===== src/rtl/bitmap_block_allocator_top_macros.svh =====
// Assertion macros for the bitmap block allocator.
// Included by bitmap_block_allocator_top.sv; expects clk_i and rst_ni in scope.
`ifndef BITMAP_BLOCK_ALLOCATOR_TOP_MACROS_SVH
`define BITMAP_BLOCK_ALLOCATOR_TOP_MACROS_SVH

// Same-cycle implication, sampled on clk_i, off during reset.
`define BBA_ASSERT_NOW(lbl, ant, cons, msg) \
  lbl: assert property (@(posedge clk_i) disable iff (!rst_ni) (ant) |-> (cons)) \
    else $error(msg);

// Next-cycle implication, sampled on clk_i, off during reset.
`define BBA_ASSERT_NEXT(lbl, ant, cons, msg) \
  lbl: assert property (@(posedge clk_i) disable iff (!rst_ni) (ant) |=> (cons)) \
    else $error(msg);

`endif


===== src/rtl/bba_pkg.sv =====
// Shared constants for the bitmap block allocator.
// No dependencies; imported by bitmap_block_allocator_top.
`default_nettype none

package bba_pkg;

  // Default block count and the span that the 10-bit index can address
  localparam int unsigned BBA_BLOCKS_DEF = 1024;
  localparam int unsigned INDEX_SPAN     = 1024;
  localparam int unsigned INDEX_W        = 10;
  localparam int unsigned WORD_BITS      = 32;
  localparam int unsigned BIT_W          = 5;

  // Operation codes
  localparam logic [1:0] OP_ALLOC = 2'd0;
  localparam logic [1:0] OP_MARK  = 2'd1;
  localparam logic [1:0] OP_FREE  = 2'd2;
  localparam logic [1:0] OP_QUERY = 2'd3;

endpackage

`default_nettype wire


===== src/rtl/bitmap_block_allocator_top.sv =====
// Bitmap first-fit block allocator: used/free bitmap in a one-port-read word memory.
// Depends on bba_pkg and bitmap_block_allocator_top_macros.svh.
//
//   channel | direction | signals
//   --------+-----------+--------------------------------------------------------
//   in      | input     | in_valid_i, in_ready_o, operation_i, block_index_i
//   out     | output    | out_valid_o, out_ready_i, allocated_index_o, found_o,
//           |           | is_free_o
//
// One request at a time. Allocate reads one 32-bit bitmap word per cycle from the
// memory, from word 0 up, until a word holds a free block or the last word is read.
// Mark, free and query read their word once; mark and free write it back. An index
// out of range skips the memory. A finished beat waits in the output register while the
// next request is taken. Reset clears the per-word valid bits at once, no sweep.
`default_nettype none

module bitmap_block_allocator_top
  import bba_pkg::*;
#(
  parameter int unsigned BLOCKS = BBA_BLOCKS_DEF
) (
  input  wire logic               clk_i,
  input  wire logic               rst_ni,
  input  wire logic               in_valid_i,
  output logic                    in_ready_o,
  input  wire logic [1:0]         operation_i,
  input  wire logic [INDEX_W-1:0] block_index_i,
  output logic                    out_valid_o,
  input  wire logic               out_ready_i,
  output logic [INDEX_W-1:0]      allocated_index_o,
  output logic                    found_o,
  output logic                    is_free_o
);

  // Only blocks below the index span are reachable
  localparam int unsigned LIVE  = (BLOCKS < INDEX_SPAN) ? BLOCKS : INDEX_SPAN;
  localparam int unsigned WORDS = (LIVE + WORD_BITS - 1) / WORD_BITS;
  localparam int unsigned WAW   = (WORDS > 1) ? $clog2(WORDS) : 1;
  localparam int unsigned TAIL  = LIVE % WORD_BITS;
  localparam logic [WORD_BITS-1:0] TAIL_MASK =
    (TAIL == 0) ? '0 : ~((WORD_BITS'(1) << TAIL) - WORD_BITS'(1));
  localparam logic [WAW-1:0]     LAST_W = WAW'(WORDS - 1);
  localparam logic [INDEX_W:0]   LIVE_W = (INDEX_W + 1)'(LIVE);

  // Sequencer states
  localparam logic [1:0] ST_IDLE = 2'd0;
  localparam logic [1:0] ST_RD   = 2'd1;
  localparam logic [1:0] ST_SCAN = 2'd2;
  localparam logic [1:0] ST_FIN  = 2'd3;

  logic [1:0]          state_q, state_d;
  logic [1:0]          op_q, op_d;
  logic [INDEX_W-1:0]  idx_q, idx_d;
  logic [WAW-1:0]      ptr_q, ptr_d;
  logic [INDEX_W-1:0]  res_index_q, res_index_d;
  logic                res_found_q, res_found_d;
  logic                res_free_q, res_free_d;
  logic                out_valid_q;
  logic [INDEX_W-1:0]  out_index_q;
  logic                out_found_q, out_free_q;

  // Bitmap memory and its per-word valid bits
  logic [WORD_BITS-1:0] mem [WORDS];
  logic [WORDS-1:0]     vld_q;
  logic [WORD_BITS-1:0] rdata_q;
  logic                 rvld_q;
  logic                 rd_en;
  logic [WAW-1:0]       rd_addr;
  logic                 wr_en;
  logic [WAW-1:0]       wr_addr;
  logic [WORD_BITS-1:0] wr_data;

  logic                 in_fire;
  logic                 in_range;
  logic                 out_load;
  logic [WORD_BITS-1:0] word;
  logic [WORD_BITS-1:0] scan_word;
  logic [WORD_BITS-1:0] free_bits;
  logic [WORD_BITS-1:0] first_free;
  logic [BIT_W-1:0]     free_bit;

  assign in_ready_o = (state_q == ST_IDLE);
  assign in_fire    = in_valid_i && in_ready_o;
  assign in_range   = ({1'b0, block_index_i} < LIVE_W);
  assign out_load   = (state_q == ST_FIN) && (!out_valid_q || out_ready_i);

  // Unwritten words read as all free; bits past the last block count as used
  assign word       = rvld_q ? rdata_q : '0;
  assign scan_word  = word | ((ptr_q == LAST_W) ? TAIL_MASK : '0);
  assign free_bits  = ~scan_word;
  assign first_free = free_bits & (~free_bits + WORD_BITS'(1));

  // Encode the isolated lowest free bit
  always_comb begin
    free_bit = '0;
    for (int i = 0; i < WORD_BITS; i++) begin
      if (first_free[i]) begin
        free_bit = free_bit | BIT_W'(i);
      end
    end
  end

  // Sequencer: address the memory, modify the word, build the result
  always_comb begin
    state_d     = state_q;
    op_d        = op_q;
    idx_d       = idx_q;
    ptr_d       = ptr_q;
    res_index_d = res_index_q;
    res_found_d = res_found_q;
    res_free_d  = res_free_q;
    rd_en       = 1'b0;
    rd_addr     = '0;
    wr_en       = 1'b0;
    wr_addr     = '0;
    wr_data     = word;
    case (state_q)
      ST_IDLE: begin
        if (in_fire) begin
          op_d        = operation_i;
          idx_d       = block_index_i;
          ptr_d       = '0;
          res_index_d = '0;
          res_found_d = 1'b0;
          res_free_d  = 1'b0;
          if (operation_i == OP_ALLOC) begin
            rd_en   = 1'b1;
            rd_addr = '0;
            state_d = ST_SCAN;
          end else if (in_range) begin
            rd_en   = 1'b1;
            rd_addr = block_index_i[BIT_W +: WAW];
            state_d = ST_RD;
          end else begin
            state_d = ST_FIN;
          end
        end
      end
      ST_RD: begin
        wr_addr = idx_q[BIT_W +: WAW];
        case (op_q)
          OP_MARK: begin
            wr_en   = 1'b1;
            wr_data = word | (WORD_BITS'(1) << idx_q[BIT_W-1:0]);
          end
          OP_FREE: begin
            wr_en   = 1'b1;
            wr_data = word & ~(WORD_BITS'(1) << idx_q[BIT_W-1:0]);
          end
          default: begin
            res_free_d = ~word[idx_q[BIT_W-1:0]];
          end
        endcase
        state_d = ST_FIN;
      end
      ST_SCAN: begin
        if (free_bits != '0) begin
          wr_en       = 1'b1;
          wr_addr     = ptr_q;
          wr_data     = word | first_free;
          res_index_d = INDEX_W'({ptr_q, free_bit});
          res_found_d = 1'b1;
          state_d     = ST_FIN;
        end else if (ptr_q == LAST_W) begin
          state_d = ST_FIN;
        end else begin
          rd_en   = 1'b1;
          rd_addr = ptr_q + WAW'(1);
          ptr_d   = ptr_q + WAW'(1);
        end
      end
      default: begin
        if (out_load) begin
          state_d = ST_IDLE;
        end
      end
    endcase
  end

  // Bitmap memory: registered read, single write port
  always_ff @(posedge clk_i) begin
    if (wr_en) begin
      mem[wr_addr] <= wr_data;
    end
    if (rd_en) begin
      rdata_q <= mem[rd_addr];
    end
  end

  // Valid bits and the registered valid of the read word
  always_ff @(posedge clk_i or negedge rst_ni) begin
    if (!rst_ni) begin
      vld_q  <= '0;
      rvld_q <= 1'b0;
    end else begin
      if (wr_en) begin
        vld_q[wr_addr] <= 1'b1;
      end
      if (rd_en) begin
        rvld_q <= vld_q[rd_addr];
      end
    end
  end

  // Control state
  always_ff @(posedge clk_i or negedge rst_ni) begin
    if (!rst_ni) begin
      state_q     <= ST_IDLE;
      out_valid_q <= 1'b0;
    end else begin
      state_q <= state_d;
      if (out_load) begin
        out_valid_q <= 1'b1;
      end else if (out_ready_i) begin
        out_valid_q <= 1'b0;
      end
    end
  end

  // Payload registers
  always_ff @(posedge clk_i) begin
    op_q        <= op_d;
    idx_q       <= idx_d;
    ptr_q       <= ptr_d;
    res_index_q <= res_index_d;
    res_found_q <= res_found_d;
    res_free_q  <= res_free_d;
    if (out_load) begin
      out_index_q <= res_index_q;
      out_found_q <= res_found_q;
      out_free_q  <= res_free_q;
    end
  end

  assign out_valid_o       = out_valid_q;
  assign allocated_index_o = out_index_q;
  assign found_o           = out_found_q;
  assign is_free_o         = out_free_q;

  // Checks
`include "bitmap_block_allocator_top_macros.svh"

  `BBA_ASSERT_NEXT(a_one_at_a_time, in_fire, !in_ready_o, "request taken while busy")
  `BBA_ASSERT_NOW(a_found_not_free, out_valid_o && found_o, !is_free_o, "found and is_free")
  `BBA_ASSERT_NOW(a_none_zero, out_valid_o && !found_o, allocated_index_o == '0, "index not zero")
  `BBA_ASSERT_NOW(a_scan_bound, state_q == ST_SCAN, ptr_q <= LAST_W, "scan past last word")

endmodule

`default_nettype wire

===== config.mk =====
export PLATFORM = sky130hd
export DESIGN_NAME = bitmap_block_allocator_top
export DESIGN_NICKNAME = d
export VERILOG_FILES = /design/src/rtl/bba_pkg.sv /design/src/rtl/bitmap_block_allocator_top.sv
export VERILOG_INCLUDE_DIRS = /design/src /design/src/rtl
export SDC_FILE = /design/constraint.sdc
export NUM_CORES = 2
export LEC_CHECK = 0
export ABC_AREA = 1
export BUFFER_PORTS_ARGS = -buffer_cell sky130_fd_sc_hd__buf_2
export CAP_MARGIN = 15
export CELL_PAD_IN_SITES_DETAIL_PLACEMENT = 1
export CELL_PAD_IN_SITES_GLOBAL_PLACEMENT = 1
export CORE_ASPECT_RATIO = 0.6
export CORE_MARGIN = 2
export CORE_UTILIZATION = 26
export CTS_CLUSTER_SIZE = 12
export DETAILED_ROUTE_END_ITERATION = 10
export HOLD_SLACK_MARGIN = 0.12
export PLACE_DENSITY_LB_ADDON = 0.1
export SKIP_CTS_REPAIR_TIMING = 1
export SLEW_MARGIN = 10
export SYNTH_ARGS = -nofsm -noshare
export SYNTH_HDL_FRONTEND = slang
export SYNTH_SLANG_ARGS = --single-unit

===== constraint.sdc =====
create_clock -name clk_i -period 4.4 [get_ports clk_i]
set_input_delay 0.22 -clock clk_i [delete_from_list [all_inputs] [get_ports clk_i]]
set_output_delay 0.22 -clock clk_i [all_outputs]
set_load 0.05 [all_outputs]

==> impl_results.md <==
* First-pass GRT wire length at 280000 um
* Fmax at 0.248 GHz
* WL final at 197000 um
* Multi-input combinational cell area at 13400 sq um
* CTS Buffer Depth at 3
* IO buf count at 29
* DR iter-0 viols at 3521
* Startpoint types: flop
* Endpoint type of the worst setup path: flop
* Core area at 185000 sq um
* Final setup viols at 0
* Die Y at 339 um
* I/O pin total at 30
* Worst-path clk slew at 0.07 ns
* Final hold vios at 0
* Clock Skews at 0.0294 ns
* HPWL after DPL at 114000 um
* Rows at 122
* Max-Cap Viols at 0
* Unique cell type count in the Yosys netlist at 51
* Rel. slew slack at 0.292
* Post-synthesis sequential area ratio at 0.697
* Filler-free cell count of the finished design at 6877
* Status: complete, no violations
* Lkg Pwr at 19.7 nW
* Syn Area/Cell at 11.4 sq um
* Ys async rst share at 0.0318
* Slew Limit Fails at 0
* Initial Util at 0.262
* Post-synth EDFFs at 1097
* Clk root buf: clkbuf_16
* Vias in the first global route at 35100
* Commonest cells in the netlist: nand3_1, edfxtp_1, nand2_1
* Min Clock Period, post-route at 4.04 ns
* # nets final at 4338
* Width of the die at 562 um
* Critical setup path kind: reg2reg
* H-tree Lvls at 3
* Clock Latency Late Sink at 0.73 ns
* Placed insts at 6662
* Crit path arrival time at 4.43 ns
* Yosys top cell area share at 0.679
* Clock buffer count from CTS at 114
* Ys Warns at 0
* CP Max Fanout at 32
* Power per Cell Area at 579 nW/um^2
* Fraction of layout cells with a size suffix above 1 at 0.119
* Drt drc at 0
* Post-Synthesis Cells at 4242
* Grt ovf at 0
* Yosys top cell by area: edfxtp_1
* P&R area growth vs syn at 17.7%
* RSZ-0062 raised after global routing: false
* Top cells by area, synth: edfxtp_1, nand3_1, nand2_1
* Placer Congestion at 0.876
* First element of the critical path: rvld_q
* Synth Cell Area at 48500 sq um
* Vias per cell at 5.11
* Die area at 190000 sq um
* WP data required at 4.79 ns
* Sink Count at 1133
* Register area at 33800 sq um
* Top_reg_cell synth: edfxtp_1
* HP Class: in2async
* Filler cell count at 20200
* Final period utilization at 0.917
* DR pass1 iterations at 5
* Worst-Margin Slew at 1.06 ns
* Register-to-Register Path Depth at 16
* Worst R2R Start: rvld_q
* Initial antenna violation count at 8
* CTS tree: built
* Mapped Nets at 4267
* Post-route ant nets at 0
* #FFs+latches synth at 1133
* Largest net degree at the start of global routing at 161
* Worst R2R Setup Slack at 0.36 ns
* R2r endpoint: rdata_q[5]
* Overall Global Routing Usage at 0.204
* Sum Neg Setup Slack at 0 ns
* Wirelength per Cell at 28.7 um
* Worst IR Drop VDD at 0.409 mV
* Via count at 35200
* Count leader, synth: nand3_1
## worst max-delay path: stages, from the launching register on
cell,delay [ns]
dfrtp_4,0.63
buf_12,0.24
nand3_1,0.11
nor2_1,0.15
nand2_1,0.13
nor2_4,0.25
nand2_1,0.12
inv_2,0.08
nand2_2,0.12
inv_2,0.11
nand3b_2,0.14
o21ai_4,0.25
buf_12,0.26
buf_4,0.41
nand3_1,0.13
nand3_1,0.20
nand2_1,0.27
## routing by layer
layer,wire length (um),track usage,up-vias
met4,2540,0.0290,0
met2,84400,0.301,746
li1,-,-,15700
met3,7980,0.0226,168
met5,0,0,-
met1,102000,0.322,18600
## layout make-up
cell class / count / share of cell area
Sequential cell: 1133 / 0.592
Multi-Input combinational cell: 2699 / 0.235
Clock buffer: 164 / 0.0545
Tap cell: 2480 / 0.0543
Timing Repair Buffer: 274 / 0.0538
Inverter: 91 / 0.00624
Clock inverter: 35 / 0.00409
Antenna cell: 1 / 0.0000438
## logic make-up after synthesis
logic type,Yosys count,share of synthesized area
xor gates and xnor gates,2,0.000361
AOI/OAI and AO/OA,180,0.0229
adders and majority gates,9,0.00232
and+or+nand+nor,2508,0.241
DFF,1133,0.697
buffers and inverters,410,0.0362
## per-stage QoR
stage                     hold slack [ns]  worst slack, ns  cell area (sq um)  total power [mW]  utilization
after global placement              0.368            0.238              53600              24.1        0.290
after detailed placement            0.358            0.246              53600              24.1        0.290
after CTS                          -0.435            0.230              57000              33.4        0.308
final                               0.134            0.363              57100              33.1        0.309
after floorplan                   -0.0756            0.839              48500              19.3            -
after global routing                0.152            0.107              57100              34.5        0.309
## power breakdown
| part | switching, mW | total [mW] | internal, mW | leakage, nW |
|---|---|---|---|---|
| Clock | 4.37 | 9.31 | 4.94 | 1.61 |
| Sequential | 0.298 | 14.7 | 14.4 | 10.6 |
| Combinational | 7.04 | 9.10 | 2.06 | 7.44 |
| Total | 11.7 | 33.1 | 21.4 | 19.7 |
## worst max path at each step
stage                   to  slack (ns)
2_1_floorplan    mem[0][0]        0.84
3_3_place_gp   rdata_q[15]        0.24
3_5_place_dp    rdata_q[5]        0.25
4_1_cts         rdata_q[5]        0.23
5_1_grt        rdata_q[15]        0.11
6_report        rdata_q[5]        0.36
## registers in the layout, indices dropped and copies added (netlist names)
| name | count |
|---|---|
| state_q | 2 |
| op_q | 2 |
| is_free_o | 1 |
| ptr_q | 5 |
| mem | 1024 |
| rdata_q | 32 |
| rvld_q | 1 |
| res_free_q | 1 |
| found_o | 1 |
| allocated_index_o | 10 |
| idx_q | 10 |
| res_index_q | 10 |
| res_found_q | 1 |
| vld_q | 32 |
| out_valid_o | 1 |
## placed cells by master, fill, tap and decap left out, types with 24 or more instances in the layout
master,n
buf_4,146
or2_2,25
a21oi_1,35
nor2_1,81
nand2_1,707
clkbuf_16,117
clkinv_1,24
dfrtp_1,35
clkbuf_1,46
edfxtp_1,1097
buf_12,84
nand3_1,1574
inv_1,74
nor2_4,35
nand4_1,26
o21ai_0,49
buf_2,29
(Power assumes the default switching activity.)
